$ cat config.mk
export PLATFORM = sky130hd
export DESIGN_NAME = threshold_alarm_aggregator_core
export DESIGN_NICKNAME = d
export VERILOG_FILES = /design/src/rtl/taa_pkg.sv /design/src/rtl/taa_table.sv /design/src/rtl/taa_classify.sv /design/src/rtl/threshold_alarm_aggregator_core.sv
export SDC_FILE = /design/constraint.sdc
export NUM_CORES = 1
export LEC_CHECK = 0
export BUFFER_PORTS_ARGS = -buffer_cell sky130_fd_sc_hd__buf_2
export CAP_MARGIN = 15
export CORE_MARGIN = 2
export CORE_UTILIZATION = 35
export DETAILED_ROUTE_END_ITERATION = 6
export HOLD_SLACK_MARGIN = 0.03
export SETUP_SLACK_MARGIN = 0.05
export SLEW_MARGIN = 15
export SYNTH_ARGS = -nofsm -noshare
export SYNTH_HDL_FRONTEND = slang
export SYNTH_SLANG_ARGS = --single-unit
$ cat constraint.sdc
create_clock -name clk -period 13.8 [get_ports clk]
set_clock_uncertainty 0.15 [all_clocks]
set_input_delay 0 -clock clk [delete_from_list [all_inputs] [get_ports clk]]
set_output_delay 0 -clock clk [all_outputs]
set_load 0.1 [all_outputs]
$ cat src/rtl/taa_pkg.sv
// shared types and constants for the threshold alarm aggregator
package taa_pkg;

	localparam int CHANNELS = 8;
	localparam int IDX_W    = (CHANNELS > 1) ? $clog2(CHANNELS) : 1;
	localparam int CNT_W    = $clog2(CHANNELS + 1);

	typedef enum logic [1:0] {
		LVL_NORMAL = 2'd0,
		LVL_LOW    = 2'd1,
		LVL_HIGH   = 2'd2
	} level_t;

	// one alarm channel as held in the table
	typedef struct packed {
		logic [3:0]         ctype;
		logic               dir;
		logic signed [31:0] lo;
		logic signed [31:0] hi;
	} chan_t;

	// write request from the sequencer to the channel table
	typedef struct packed {
		logic             add_en;
		logic [IDX_W-1:0] add_idx;
		chan_t            add_chan;
		logic             lvl_en;
		logic [IDX_W-1:0] lvl_idx;
		level_t           lvl_val;
	} tbl_wr_t;

endpackage

$ cat src/rtl/taa_table.sv
// channel table storage with one write path and one registered read port
module taa_table (
	input  logic                        clk,
	input  taa_pkg::tbl_wr_t            wr,
	input  logic [taa_pkg::IDX_W-1:0]   rd_addr,
	output taa_pkg::chan_t              rd_chan,
	output taa_pkg::level_t             rd_level
);

	taa_pkg::chan_t  chan_mem [taa_pkg::CHANNELS];
	taa_pkg::level_t lvl_mem  [taa_pkg::CHANNELS];

	always_ff @(posedge clk) begin
		if (wr.add_en) begin
			chan_mem[wr.add_idx] <= wr.add_chan;
			lvl_mem[wr.add_idx]  <= taa_pkg::LVL_NORMAL;
		end else if (wr.lvl_en) begin
			lvl_mem[wr.lvl_idx] <= wr.lvl_val;
		end
		rd_chan  <= chan_mem[rd_addr];
		rd_level <= lvl_mem[rd_addr];
	end

endmodule

$ cat src/rtl/taa_classify.sv
// shared limit compare unit: grades one sample against one channel's limits
module taa_classify (
	input  logic               dir,
	input  logic signed [31:0] lo,
	input  logic signed [31:0] hi,
	input  logic signed [31:0] sample,
	output taa_pkg::level_t    level
);

	logic below_lo;
	logic above_hi;

	assign below_lo = sample < lo;
	assign above_hi = sample > hi;

	always_comb begin
		if (!dir) begin
			// alarm above limits
			if (below_lo)      level = taa_pkg::LVL_NORMAL;
			else if (above_hi) level = taa_pkg::LVL_HIGH;
			else               level = taa_pkg::LVL_LOW;
		end else begin
			// alarm below limits
			if (above_hi)      level = taa_pkg::LVL_NORMAL;
			else if (below_lo) level = taa_pkg::LVL_HIGH;
			else               level = taa_pkg::LVL_LOW;
		end
	end

endmodule

$ cat src/rtl/threshold_alarm_aggregator_core.sv
// top level: sequencer, config registers and result register of the alarm aggregator
// usage
// - input channel (in_valid / in_stall): one beat is either a register item
//   (op = 0, appends a channel to the table if it has room) or a check item (op = 1, grades
//   every channel of channel_type against sample and re-evaluates the overall level)
// - output channel (out_valid / out_stall): exactly one result beat per input beat,
//   in order; the result sits in an output register until taken
// - config channel (cfg_valid / cfg_ready / cfg_index / cfg_data): index 0, 1, 2
//   write the normal, low and high reload values; cfg_ready is always high,
//   other indexes are dropped; write only while the block is idle
// timing
// - register item: the accepting edge moves the sequencer to FIN, which loads the result once the output is free
// - check item: the sequencer walks every table entry in WALK, then loads the result in FIN;
//   one table entry per cycle
//   through the single limit compare unit, the next entry is fetched meanwhile
// - in_stall is high from the accepting edge until the result is loaded into the
//   output register; a new beat can be taken while that result still waits
// reset
// - arst_n clears channel count, overall level, sequencer and output valid;
//   reload values go to 1000 / 500 / 100; a stalled receiver parks the sequencer
module threshold_alarm_aggregator_core (
	input  logic               clk,
	input  logic               arst_n,
	// input beats
	input  logic               in_valid,
	output logic               in_stall,
	input  logic               op,
	input  logic [3:0]         channel_type,
	input  logic               direction,
	input  logic signed [31:0] low_limit,
	input  logic signed [31:0] high_limit,
	input  logic signed [31:0] sample,
	// result beats
	output logic               out_valid,
	input  logic               out_stall,
	output logic [1:0]         overall_level,
	output logic               level_changed,
	output logic [15:0]        timer_reload,
	output logic [1:0]         channel_level,
	output logic               matched,
	output logic               table_full,
	// config writes
	input  logic               cfg_valid,
	output logic               cfg_ready,
	input  logic [1:0]         cfg_index,
	input  logic [15:0]        cfg_data
);

	localparam logic [1:0] REG_NORMAL_RELOAD = 2'd0;
	localparam logic [1:0] REG_LOW_RELOAD    = 2'd1;
	localparam logic [1:0] REG_HIGH_RELOAD   = 2'd2;

	localparam int IDX_W = taa_pkg::IDX_W;
	localparam int CNT_W = taa_pkg::CNT_W;

	typedef enum logic [1:0] {
		ST_IDLE,
		ST_WALK,
		ST_FIN
	} state_t;

	state_t            state_q;
	logic [CNT_W-1:0]  count_q;
	taa_pkg::level_t   sys_level_q;
	logic [15:0]       normal_reload_q;
	logic [15:0]       low_reload_q;
	logic [15:0]       high_reload_q;

	// per-item working registers
	logic              op_q;
	logic [3:0]        type_q;
	logic signed [31:0] sample_q;
	logic [IDX_W-1:0]  idx_q;
	taa_pkg::level_t   top_q;
	taa_pkg::level_t   chlvl_q;
	logic              matched_q;
	logic              full_q;

	// output register
	logic              out_valid_q;
	logic [1:0]        overall_q;
	logic              changed_q;
	logic [15:0]       reload_q;
	logic [1:0]        chlvl_out_q;
	logic              matched_out_q;
	logic              full_out_q;

	taa_pkg::tbl_wr_t  tbl_wr;
	logic [IDX_W-1:0]  rd_addr;
	taa_pkg::chan_t    rd_chan;
	taa_pkg::level_t   rd_level;
	taa_pkg::level_t   cls_level;
	taa_pkg::level_t   eff_level;
	logic              hit;
	logic              last;
	logic              accept;
	logic              table_has_room;
	logic              out_free;
	logic              load_out;
	logic [15:0]       reload_sel;

	assign accept         = in_valid && (state_q == ST_IDLE);
	assign in_stall       = state_q != ST_IDLE;
	assign table_has_room = count_q < CNT_W'(taa_pkg::CHANNELS);
	assign hit            = rd_chan.ctype == type_q;
	assign last           = (CNT_W'(idx_q) + CNT_W'(1)) == count_q;
	assign eff_level      = hit ? cls_level : rd_level;
	assign out_free       = !out_valid_q || !out_stall;
	assign load_out       = (state_q == ST_FIN) && out_free;

	// next entry is fetched while the current one is graded
	assign rd_addr = (state_q == ST_WALK && !last) ? idx_q + IDX_W'(1) : '0;

	always_comb begin
		tbl_wr                = '0;
		tbl_wr.add_en         = accept && !op && table_has_room;
		tbl_wr.add_idx        = count_q[IDX_W-1:0];
		tbl_wr.add_chan.ctype = channel_type;
		tbl_wr.add_chan.dir   = direction;
		tbl_wr.add_chan.lo    = low_limit;
		tbl_wr.add_chan.hi    = high_limit;
		tbl_wr.lvl_en         = (state_q == ST_WALK) && hit;
		tbl_wr.lvl_idx        = idx_q;
		tbl_wr.lvl_val        = cls_level;
	end

	always_comb begin
		case (top_q)
			taa_pkg::LVL_HIGH: reload_sel = high_reload_q;
			taa_pkg::LVL_LOW:  reload_sel = low_reload_q;
			default:           reload_sel = normal_reload_q;
		endcase
	end

	taa_table u_table (
		.clk      (clk),
		.wr       (tbl_wr),
		.rd_addr  (rd_addr),
		.rd_chan  (rd_chan),
		.rd_level (rd_level)
	);

	taa_classify u_classify (
		.dir    (rd_chan.dir),
		.lo     (rd_chan.lo),
		.hi     (rd_chan.hi),
		.sample (sample_q),
		.level  (cls_level)
	);

	// config registers, always ready
	assign cfg_ready = 1'b1;

	always_ff @(posedge clk or negedge arst_n) begin
		if (!arst_n) begin
			normal_reload_q <= 16'd1000;
			low_reload_q    <= 16'd500;
			high_reload_q   <= 16'd100;
		end else if (cfg_valid) begin
			case (cfg_index)
				REG_NORMAL_RELOAD: normal_reload_q <= cfg_data;
				REG_LOW_RELOAD:    low_reload_q    <= cfg_data;
				REG_HIGH_RELOAD:   high_reload_q   <= cfg_data;
				default:           ;
			endcase
		end
	end

	// sequencer and result register
	always_ff @(posedge clk or negedge arst_n) begin
		if (!arst_n) begin
			state_q     <= ST_IDLE;
			count_q     <= '0;
			sys_level_q <= taa_pkg::LVL_NORMAL;
			out_valid_q <= 1'b0;
		end else begin
			if (out_valid_q && !out_stall && !load_out) begin
				out_valid_q <= 1'b0;
			end
			case (state_q)
				ST_IDLE: begin
					if (accept) begin
						op_q      <= op;
						type_q    <= channel_type;
						sample_q  <= sample;
						idx_q     <= '0;
						top_q     <= taa_pkg::LVL_NORMAL;
						chlvl_q   <= taa_pkg::LVL_NORMAL;
						matched_q <= 1'b0;
						full_q    <= !op && !table_has_room;
						if (!op) begin
							if (table_has_room) begin
								count_q <= count_q + CNT_W'(1);
							end
							state_q <= ST_FIN;
						end else if (count_q == '0) begin
							// empty table: overall level falls back to normal
							state_q <= ST_FIN;
						end else begin
							state_q <= ST_WALK;
						end
					end
				end
				ST_WALK: begin
					if (hit) begin
						chlvl_q   <= cls_level;
						matched_q <= 1'b1;
					end
					if (eff_level > top_q) begin
						top_q <= eff_level;
					end
					if (last) begin
						state_q <= ST_FIN;
					end else begin
						idx_q <= idx_q + IDX_W'(1);
					end
				end
				ST_FIN: begin
					if (out_free) begin
						out_valid_q   <= 1'b1;
						chlvl_out_q   <= op_q ? chlvl_q : taa_pkg::LVL_NORMAL;
						matched_out_q <= op_q && matched_q;
						full_out_q    <= !op_q && full_q;
						if (op_q && (top_q != sys_level_q)) begin
							sys_level_q <= top_q;
							overall_q   <= top_q;
							changed_q   <= 1'b1;
							reload_q    <= reload_sel;
						end else begin
							overall_q   <= sys_level_q;
							changed_q   <= 1'b0;
							reload_q    <= '0;
						end
						state_q <= ST_IDLE;
					end
				end
				default: state_q <= ST_IDLE;
			endcase
		end
	end

	assign out_valid     = out_valid_q;
	assign overall_level = overall_q;
	assign level_changed = changed_q;
	assign timer_reload  = reload_q;
	assign channel_level = chlvl_out_q;
	assign matched       = matched_out_q;
	assign table_full    = full_out_q;

endmodule
# After elaboration in Yosys (flattened, before gate mapping)
# Memory sizes are Yosys's and may differ from the RTL's. A register that Yosys moved wholly into a read port is not among the register bits.
# Index checks and enable logic that the tools add are counted.
# totals
romBits	0
latchBits	0
memories	2
out_inout_bits	26
inputBits	125
word_cells	121
reg_bits	126
ram_bits	568
# memory_table
memory	words	word_bits	read_ports	rd_clocked_by_memory_dff	wr	line	text
u_table.chan_mem	8	69	1	1	1	taa_table.sv:10	taa_pkg::chan_t chan_mem [taa_pkg::CHANNELS];
u_table.lvl_mem	8	2	1	1	1	taa_table.sv:11	taa_pkg::level_t lvl_mem [taa_pkg::CHANNELS];
# op_classes
shift	0
n_eq_ne	15
addsub	3
bitwise	1
magnitude_cmp	4
reduce_logical	37
div	0
mux	38
mul	0
# ops
cell	count
$gt 32x32->1	1
$lt 32x32->1	1
$mux 2	16
$pmux 16 s2	1
$reduce_and 4->1	4
$logic_and 1x1->1	12
$mux 1	12
$mux 3	4
$ne 2x2->1 const B	5
$reduce_and 3->1	3
$eq 4x4->1	2
$pmux 2 s2	2
$reduce_and 2->1	4
$logic_not 1->1	7
$eq 2x1->1 const B	3
$eq 2x2->1 const B	3
$pmux 2 s3	1
$pmux 3 s2	1
$add 3x1->4 const B	1
$add 4x1->4 const B	1
$logic_not 2->1	2
$logic_not 4->1	1
$lt 4x4->1 const B	1
$reduce_bool 2->1	2
8 further kinds	8

# Depth between registers and ports, before layout
# Gate-level depths: netlist of the first run.
# logic_depth
depth_word	8
depth_mapped	14
ltp_nobuf	14

# Cells and area by module
# From an unflattened synthesis of the first run, not the netlist that was laid out.
# hier_totals
cells_unflattened	1498
hier_area_um2	29652.2
# by_module_without_submodules
module	seq_area_each_um2	cells_each	area_each_um2	instances
taa_table	18477.7	928	22898.2	1
threshold_alarm_aggregator_core	3517.1	341	5089.9	1
taa_classify	0.0	229	1664.1	1

# Worst setup path before layout of the first run
# OpenSTA, ideal clock, no wires.
# synth_timing
kind	register to register
startpoint	register state_q[0]
endpoint	memory u_table.chan_mem[4][0] in the netlist's numbering, enable pin
required_time_ps	13069
path_buffers	1
period_less_slack_ps	6836
arrival_time_ps	6105
path_slack_ps	6964
setup_time_ps	581
path_stages_with_launch	6
cell_sequence	dfrtp_1 buf_2 nand2b_1 nor4_2 nand2_1 nor3_1
# synth_via
elab_chain_len	6
# synth_lines
element	line	text
from (decl)	threshold_alarm_aggregator_core.sv:62	state_t state_q;
from (signal assigned)	threshold_alarm_aggregator_core.sv:172	state_q <= ST_IDLE;
from (signal assigned)	threshold_alarm_aggregator_core.sv:195	state_q <= ST_FIN;
from (signal assigned)	threshold_alarm_aggregator_core.sv:198	state_q <= ST_FIN;
$logic_not 2->1	threshold_alarm_aggregator_core.sv:102	assign accept = in_valid && (state_q == ST_IDLE);
$logic_and 1x1->1	threshold_alarm_aggregator_core.sv:102	
$logic_and 1x1->1 (2 in a row)	threshold_alarm_aggregator_core.sv:116	tbl_wr.add_en = accept && !op && table_has_room;
$mux 1	taa_table.sv:14	if (wr.add_en) begin
$mux 1 (implied by the code)	taa_table.sv:15	chan_mem[wr.add_idx] <= wr.add_chan;
to (decl)	taa_table.sv:10	
# No other way between the ends.

# Worst setup path after layout of the first run
# layout_timing
startpoint	register idx_q[0]
endpoint	register, netlist name u_table.rd_chan[18]
# layout_via
elab_chain_len	5
elab_cells_between_ends	6
classes_between	2 x add/sub; 1 x eq/ne; 1 x mux; 2 x reduce/logical
# layout_lines
element	line	text
from (decl)	threshold_alarm_aggregator_core.sv:73	logic [IDX_W-1:0] idx_q;
from (signal assigned)	threshold_alarm_aggregator_core.sv:215	idx_q <= idx_q + IDX_W'(1);
$add 3x1->4	threshold_alarm_aggregator_core.sv:106	assign last = (CNT_W'(idx_q) + CNT_W'(1)) == count_q;
$eq 4x4->1	threshold_alarm_aggregator_core.sv:106	
$logic_not 1->1	threshold_alarm_aggregator_core.sv:112	assign rd_addr = (state_q == ST_WALK && !last) ? idx_q + IDX_W'(1) : '0;
$logic_and 1x1->1	threshold_alarm_aggregator_core.sv:112	
$mux 3 *	threshold_alarm_aggregator_core.sv:112	
# Every way passes the cells marked *; elsewhere a longest branch is shown, timed or not.
# A chain may end at the register's enable or synchronous reset.

==> impl_metrics.csv, run 1 <==
group,metric,value,unit
placement,place_congestion,0.780,
floorplan,num_rows,106,
timing,finalSetupTns,0,ns
critical_path,cp_max_fo,78,
route,vias_per_cell,5.11,
timing,finalSetupViolations,0,
grt,grt_pass1_wl,111000,µm
final_layout,area.sequential,22000,µm²
run_status,status,"completed",
power_and_ir_drop,powerDensity,198,nW/µm²
placement,pre_cts_slack,9.13,ns
timing,hold_viol_final,0,
cts,clk_latency,0.64,ns
synthesis,synth_edf_count,637,
floorplan,fp.dieH,295,µm
final_layout,mostFrequentLayoutCell,"edfxtp_1",
cts,cts_buffers,81,
synthesis,yosysUniqueCellTypes,53,
cts,cts_root_buf,"clkbuf_16",
worst_hold_path,hold_path_depth,2,
synthesis,netlist_area,29600,µm²
final_layout,syn2layout_area_growth,22.6,%
grt,grtUsageTotal,0.165,
route,first_pass_iters,5,
critical_path,critPathKind,"reg2reg",
cts,post-cts-setup-buffers,0,
final_layout,drive_gt1_frac,0.157,
timing,slew-limit-headroom,0.257,
critical_path,crit_start,"idx_q[0]$_SDFFCE_PN0P_",
route,dr.first_iter.drc_count,1417,
floorplan,die_area,87000,µm²
critical_path,startpoint_type,"flop",
route,routed_wl,72300,µm
synthesis,ys.flop_type,"edfxtp_1",
route,wl_met3,4300,µm
cts,h-tree-depth,3,
grt,first_global_vias,19300,
timing,rsz0062_at_grt,"false",
critical_path,rr_startpoint,"idx_q[0]$_SDFFCE_PN0P_",
grt,grt_max_degree,91,
critical_path,r2r-end,"u_table.rd_chan[18]$_DFF_P_",
route,met1Wirelength,31100,µm
final_layout,multi_input_comb_area,6970,µm²
floorplan,initial_utilization,0.354,
critical_path,crit_arrival,5.15,ns
power_and_ir_drop,p_leak,13.2,nW
synthesis,ys_ff_latch,765,
floorplan,die_x,295,µm
final_layout,fill_cells,7362,
critical_path,end_kind,"flop",
synthesis,synth.net_count,2261,
worst_hold_path,hold_path_class,"in2reg",
route,wl_met2,35400,µm
timing,max_freq,210,MHz
timing,layout_setup_ws,9.04,ns
timing,holdWs,0.0549,ns
floorplan,coreArea,83700,µm²
placement,dpl.hpwl,39700,µm
timing,maxSlewViolCount,0,
cts,cts_max_path_buffers,3,
flow_run,max-cap-violations,0,
synthesis,synth.avg_cell_area,14.3,µm²
cts,clkTransAtPathRegs,0.06,ns
route,num_vias,18400,
timing,max_slew.worst_pin.slew,1.11,ns
cts,cts_tree,"yes",
synthesis,async_flop_share,0.0745,
synthesis,synth_cells,2066,
grt,grt_overflow_total,0,
route,wl_per_cell,20.0,µm
synthesis,yosysWarnings,0,
timing,period_minus_slack,4.76,ns
power_and_ir_drop,ir_worst_vdd,0.145,mV
placement,port_buffers,149,
critical_path,endpoint,"u_table.rd_chan[18]$_DFF_P_",
cts,cts_num_sinks,765,
grt,antenna_found_initial,8,
route,top_layer,"met5",
final_layout,final_cell_mix,"edfxtp_1, nand2_1, dlygate4sd3_1, nand3_1, buf_2",
critical_path,reg2regPathDepth,10,
timing,fin_crit_sh,0.345,
critical_path,r2r_slack,9.04,ns
synthesis,synth-seq-area-share,0.742,
floorplan,io_pins,151,
critical_path,cp_data_required_time,14.19,ns
final_layout,nets,2604,
route,drc,0,
route,drtAntennaViolNets,0,
==> cell families (layout without fill, tap and decap cells) <==
logic type | Yosys count | count (layout) | share of synthesized area
flops | 765 | 765 | 0.742
simple gates | 646 | 646 | 0.0931
compound gates | 322 | 322 | 0.0838
buf+inv | 193 | 603 | 0.0263
fa+ha+maj | 70 | 70 | 0.0296
mux | 56 | 56 | 0.0212
xor+xnor | 13 | 13 | 0.00384
other cells | 1 | 4 | 0.000127
==> worst max-delay path: stages, from the launching register on <==
cell and delay [ns]:
edfxtp_1 0.57, ha_1 0.32, xor2_1 0.22, nor3_1 0.07, a31o_2 0.28, a311oi_4 0.27
buf_4 0.54, nand2b_4 0.77, buf_4 0.78, o221ai_1 0.27, a22oi_1 0.24
==> state kept, by name, indices dropped and copies added (netlist names), 16 cells and up <==
| name | cells |
|---|---|
| sample_q | 32 |
| u_table.chan_mem | 552 |
| low_reload_q | 16 |
| normal_reload_q | 16 |
| timer_reload | 16 |
| high_reload_q | 16 |
| u_table.rd_chan | 69 |
| u_table.lvl_mem | 16 |
==> metrics by stage <==
| stage | instances | total power, mW | utilization | instance area (µm²) |
|---|---|---|---|---|
| global route | 3612 | 7.59 | 0.434 | 36300 |
| finish | 3613 | 7.19 | 0.434 | 36300 |
| CTS | 3610 | 7.26 | 0.434 | 36300 |
| floorplan | 2066 | 4.41 | - | 29600 |
| detailed placement | 3260 | 5.04 | 0.378 | 31600 |
| global placement | 3259 | 4.95 | 0.378 | 31600 |
==> area by class of cell <==
type | instances | area share
Clock inverter | 31 | 0.0116
Multi-Input combinational cell | 1108 | 0.192
Tap cell | 1134 | 0.0390
Antenna cell | 3 | 0.000207
Inverter | 74 | 0.00764
Sequential cell | 765 | 0.605
Timing Repair Buffer | 379 | 0.0819
Clock buffer | 119 | 0.0627
==> what timing repair did <==
action,4_1_cts,5_1_grt
setup endpoints to repair,0,0
resized for setup,0,0
hold endpoints to repair,722,0
hold buffers,200,0
==> how the worst min path moves through the flow <==
stage	from	to	slack (ns)
2_1_floorplan	arst_n	count_q[0]$_DFFE_PN0P_	-0.45
3_3_place_gp	arst_n	high_reload_q[8]$_DFFE_PN0P_	0.04
3_5_place_dp	sample[24]	sample_q[24]$_DFFE_PP_	0.03
4_1_cts	cfg_data[12]	low_reload_q[12]$_DFFE_PN0P_	0.03
5_1_grt	low_limit[12]	u_table.chan_mem[5][44]$_DFFE_PP_	0.05
6_report	high_limit[8]	u_table.chan_mem[4][8]$_DFFE_PP_	0.05
==> cells in the mapped netlist (8+ instances only) <==
cell / number / area (µm²)
dfstp_2: 15 / 394
nand4_1: 10 / 62.6
clkbuf_1: 82 / 308
nand2_1: 387 / 1450
o221ai_1: 142 / 1240
inv_1: 73 / 274
dfxtp_1: 71 / 1420
dfrtp_1: 42 / 1050
nor2_1: 56 / 210
mux2_2: 53 / 597
nand3_1: 149 / 746
o21ai_0: 9 / 45.0
buf_2: 32 / 160
a22oi_1: 88 / 661
nand2b_1: 10 / 62.6
a21oi_1: 49 / 245
xor2_1: 9 / 78.8
edfxtp_1: 637 / 19100
nor2b_1: 8 / 50.1
ha_1: 70 / 876
==> routing by layer <==
layer	vias up	global-route usage
li1	8494	-
met1	9245	0.212
met2	569	0.285
met3	131	0.0326
met4	10	0.0470
met5	-	0
==> report_power, final <==
part | total, mW | switching (mW) | internal, mW
clock network | 2.17 | 0.897 | 1.27
logic | 2.10 | 1.42 | 0.680
registers | 2.92 | 0.123 | 2.80
total | 7.19 | 2.44 | 4.75
Power figures use the tool's default switching activity.
==> run 2: changes to the inputs <==
==> constraint.sdc (replaced) <==
create_clock -name clk -period 4.9 [get_ports clk]
set_clock_uncertainty 0.15 [all_clocks]
set_input_delay 0 -clock clk [delete_from_list [all_inputs] [get_ports clk]]
set_output_delay 0 -clock clk [all_outputs]
set_load 0.1 [all_outputs]
==> run 2 against run 1 <==
Total power rose to 2.8 times the previous value. Sequential share of layout area fell by 0.16 points. Hold slack got worse by 0.021 ns. Register-to-register slack worse by 8.7 ns. Utilization grew 0.12 points. Critical path depth grew 3. Clock power increased to 2.7 times the previous value. First-iteration DRC count increased by 6.7%. Global-route usage barely moved. Fmax grew 4.3%.
==> impl_metrics.csv, run 2 (synthesized netlist as in run 1, its figures left out) <==
group,metric,value,unit
run_status,status,"completed",
timing,max_slew.worst_pin.slew,1.15,ns
timing,fin_crit_sh,0.931,
power_and_ir_drop,ir_worst_vdd,0.772,mV
critical_path,cpMostUsedCell,"a21oi_1",
critical_path,end_kind,"flop",
final_layout,largest_reg_flops,552,
final_layout,biggestRegsByFlops,"u_table.chan_mem (552), u_table.rd_chan (69), sample_q (32)",
critical_path,crit_arrival,4.72,ns
route,drc,0,
floorplan,die_x,295,µm
grt,grt_pass1_wl,111000,µm
grt,grt_overflow_total,0,
timing,finalSetupViolations,0,
final_layout,final_cell_mix,"edfxtp_1, nand2_1, dlygate4sd3_1, nand3_1, buf_2",
cts,ctsHoldBuffers,203,
grt,antenna_found_initial,6,
power_and_ir_drop,powerDensity,554,nW/µm²
critical_path,worstPathCellList,"ha_1 > a21oi_1 > nand2_1 > a221o_1 > a211o_1 > a2111oi_1 > mux2i_1 > mux2i_1 > a21oi_1 > ha_1 > nor2b_1 > o211ai_1 > a21oi_1",
cts,cts_resized,0,
grt,grt_max_degree,143,
route,first_pass_iters,5,
timing,slew-limit-headroom,0.233,
route,vias_per_cell,5.07,
cts,post-cts-setup-buffers,0,
route,wl_per_cell,19.9,µm
placement,place_congestion,0.774,
cts,cts_num_sinks,765,
placement,dpl.hpwl,39700,µm
cts,clkTransAtPathRegs,0.06,ns
cts,clk_latency,0.64,ns
grt,grtUsageTotal,0.165,
timing,hold_viol_final,0,
final_layout,mostFrequentLayoutCell,"edfxtp_1",
final_layout,drive_gt1_frac,0.158,
route,routed_wl,72100,µm
power_and_ir_drop,power.total,20.2,mW
power_and_ir_drop,intPower,13.2,mW
timing,layout_setup_ws,0.338,ns
power_and_ir_drop,p_comb_frac,0.303,
route,top_layer,"met5",
floorplan,initial_utilization,0.354,
cts,cts_tree,"yes",
final_layout,nets,2611,
floorplan,fp.dieH,295,µm
route,wl_met2,35100,µm
floorplan,num_rows,106,
power_and_ir_drop,p_switching,6.96,mW
power_and_ir_drop,swShare,0.344,
floorplan,die_area,87000,µm²
timing,rsz0062_at_grt,"false",
route,dr.first_iter.drc_count,1512,
power_and_ir_drop,power_frac_clock,0.290,
cts,h-tree-depth,3,
cts,cts_buffers,82,
timing,max_freq,219,MHz
final_layout,syn2layout_area_growth,23.0,%
power_and_ir_drop,p_leak,13.3,nW
final_layout,fill_cells,7457,
route,num_vias,18400,
placement,port_buffers,149,
floorplan,io_pins,151,
critical_path,critPathKind,"reg2reg",
critical_path,startpoint_type,"flop",
power_and_ir_drop,power_frac_seq,0.407,
flow_run,max-cap-violations,0,
critical_path,max_stage_delay,0.55,ns
route,drtAntennaViolNets,0,
critical_path,cpMaxStageDelayCell,"a2111oi_1",
cts,cts_max_path_buffers,3,
final_layout,top_register,"u_table.chan_mem",
floorplan,coreArea,83700,µm²
critical_path,cp_max_fo,4,
timing,maxSlewViolCount,0,
worst_hold_path,hold_path_class,"in2reg",
cts,cts_root_buf,"clkbuf_16",
timing,period_minus_slack,4.56,ns
route,wl_met3,4500,µm
route,met1Wirelength,31000,µm
grt,first_global_vias,19000,
critical_path,cp_data_required_time,5.06,ns
placement,pre_cts_slack,0.454,ns
run 2: layout make-up:
| cell class | instances | area [µm²] | area share |
|---|---|---|---|
| multi-input cells | 1108 | 6970 | 0.191 |
| clock inverters | 33 | 322 | 0.00882 |
| well taps | 1134 | 1420 | 0.0389 |
| inverters | 74 | 278 | 0.00762 |
| repair buffers | 385 | 3190 | 0.0875 |
| diodes | 3 | 7.51 | 0.000206 |
| clock buffers | 121 | 2260 | 0.0620 |
| flip-flops and latches | 765 | 22000 | 0.604 |
run 2: final timing paths:
| path | from | to | slack, ns | cells after the start |
|---|---|---|---|---|
| max | sample_q[14]$_DFFE_PP_ | top_q[0]$_SDFFCE_PN0P_ | 0.34 | 13 |
| min | high_limit[24] | u_table.chan_mem[4][24]$_DFFE_PP_ | 0.03 | 2 |
| max reg2reg | sample_q[14]$_DFFE_PP_ | top_q[0]$_SDFFCE_PN0P_ | 0.34 | 13 |
| min reg2reg | low_reload_q[10]$_DFFE_PN0P_ | low_reload_q[10]$_DFFE_PN0P_ | 0.35 | 1 |
| max in group asynchronous | arst_n | normal_reload_q[0]$_DFFE_PN0P_ | 3.62 | 4 |
| min in group asynchronous | arst_n | normal_reload_q[13]$_DFFE_PN0P_ | 0.47 | 4 |
run 2: through the flow:
stage          hold slack [ns]  std cells  utilization  TNS [ns]  area [µm²]
6_report                0.0344       3623        0.435         0       36400
5_1_grt                 0.0312       3622        0.435         0       36400
3_5_place_dp            0.0309       3263        0.380         0       31800
2_1_floorplan           -0.446       2066            -   -667.03       29600
4_1_cts                 0.0302       3620        0.435         0       36400
3_3_place_gp            0.0359       3263        0.380         0       31800
run 2: worst max-delay path, delay by kind of cell, from the launching register on:
kind                     cells  cell delay (ns)
AND/OR/NAND/NOR              2             0.20
multiplexers                 2             0.97
adder cells (fa/ha/maj)      2             0.68
flip-flops                   1             0.41
AO/OA/AOI/OAI                7             1.82
run 2: power by group through the flow:
stage	registers, mW	clock network [mW]	logic (mW)
after global placement	8.32	0	5.89
final	8.22	5.86	6.12
after floorplan	8.41	0	4.02
after detailed placement	8.35	0	6.01
after global routing	8.29	6.26	6.83
after CTS	8.22	5.98	6.17
run 2: metal layers:
layer	GRT usage	vias up
met5	0	-
met4	0.0443	8
met3	0.0332	119
met2	0.280	546
met1	0.217	9187
li1	-	8525
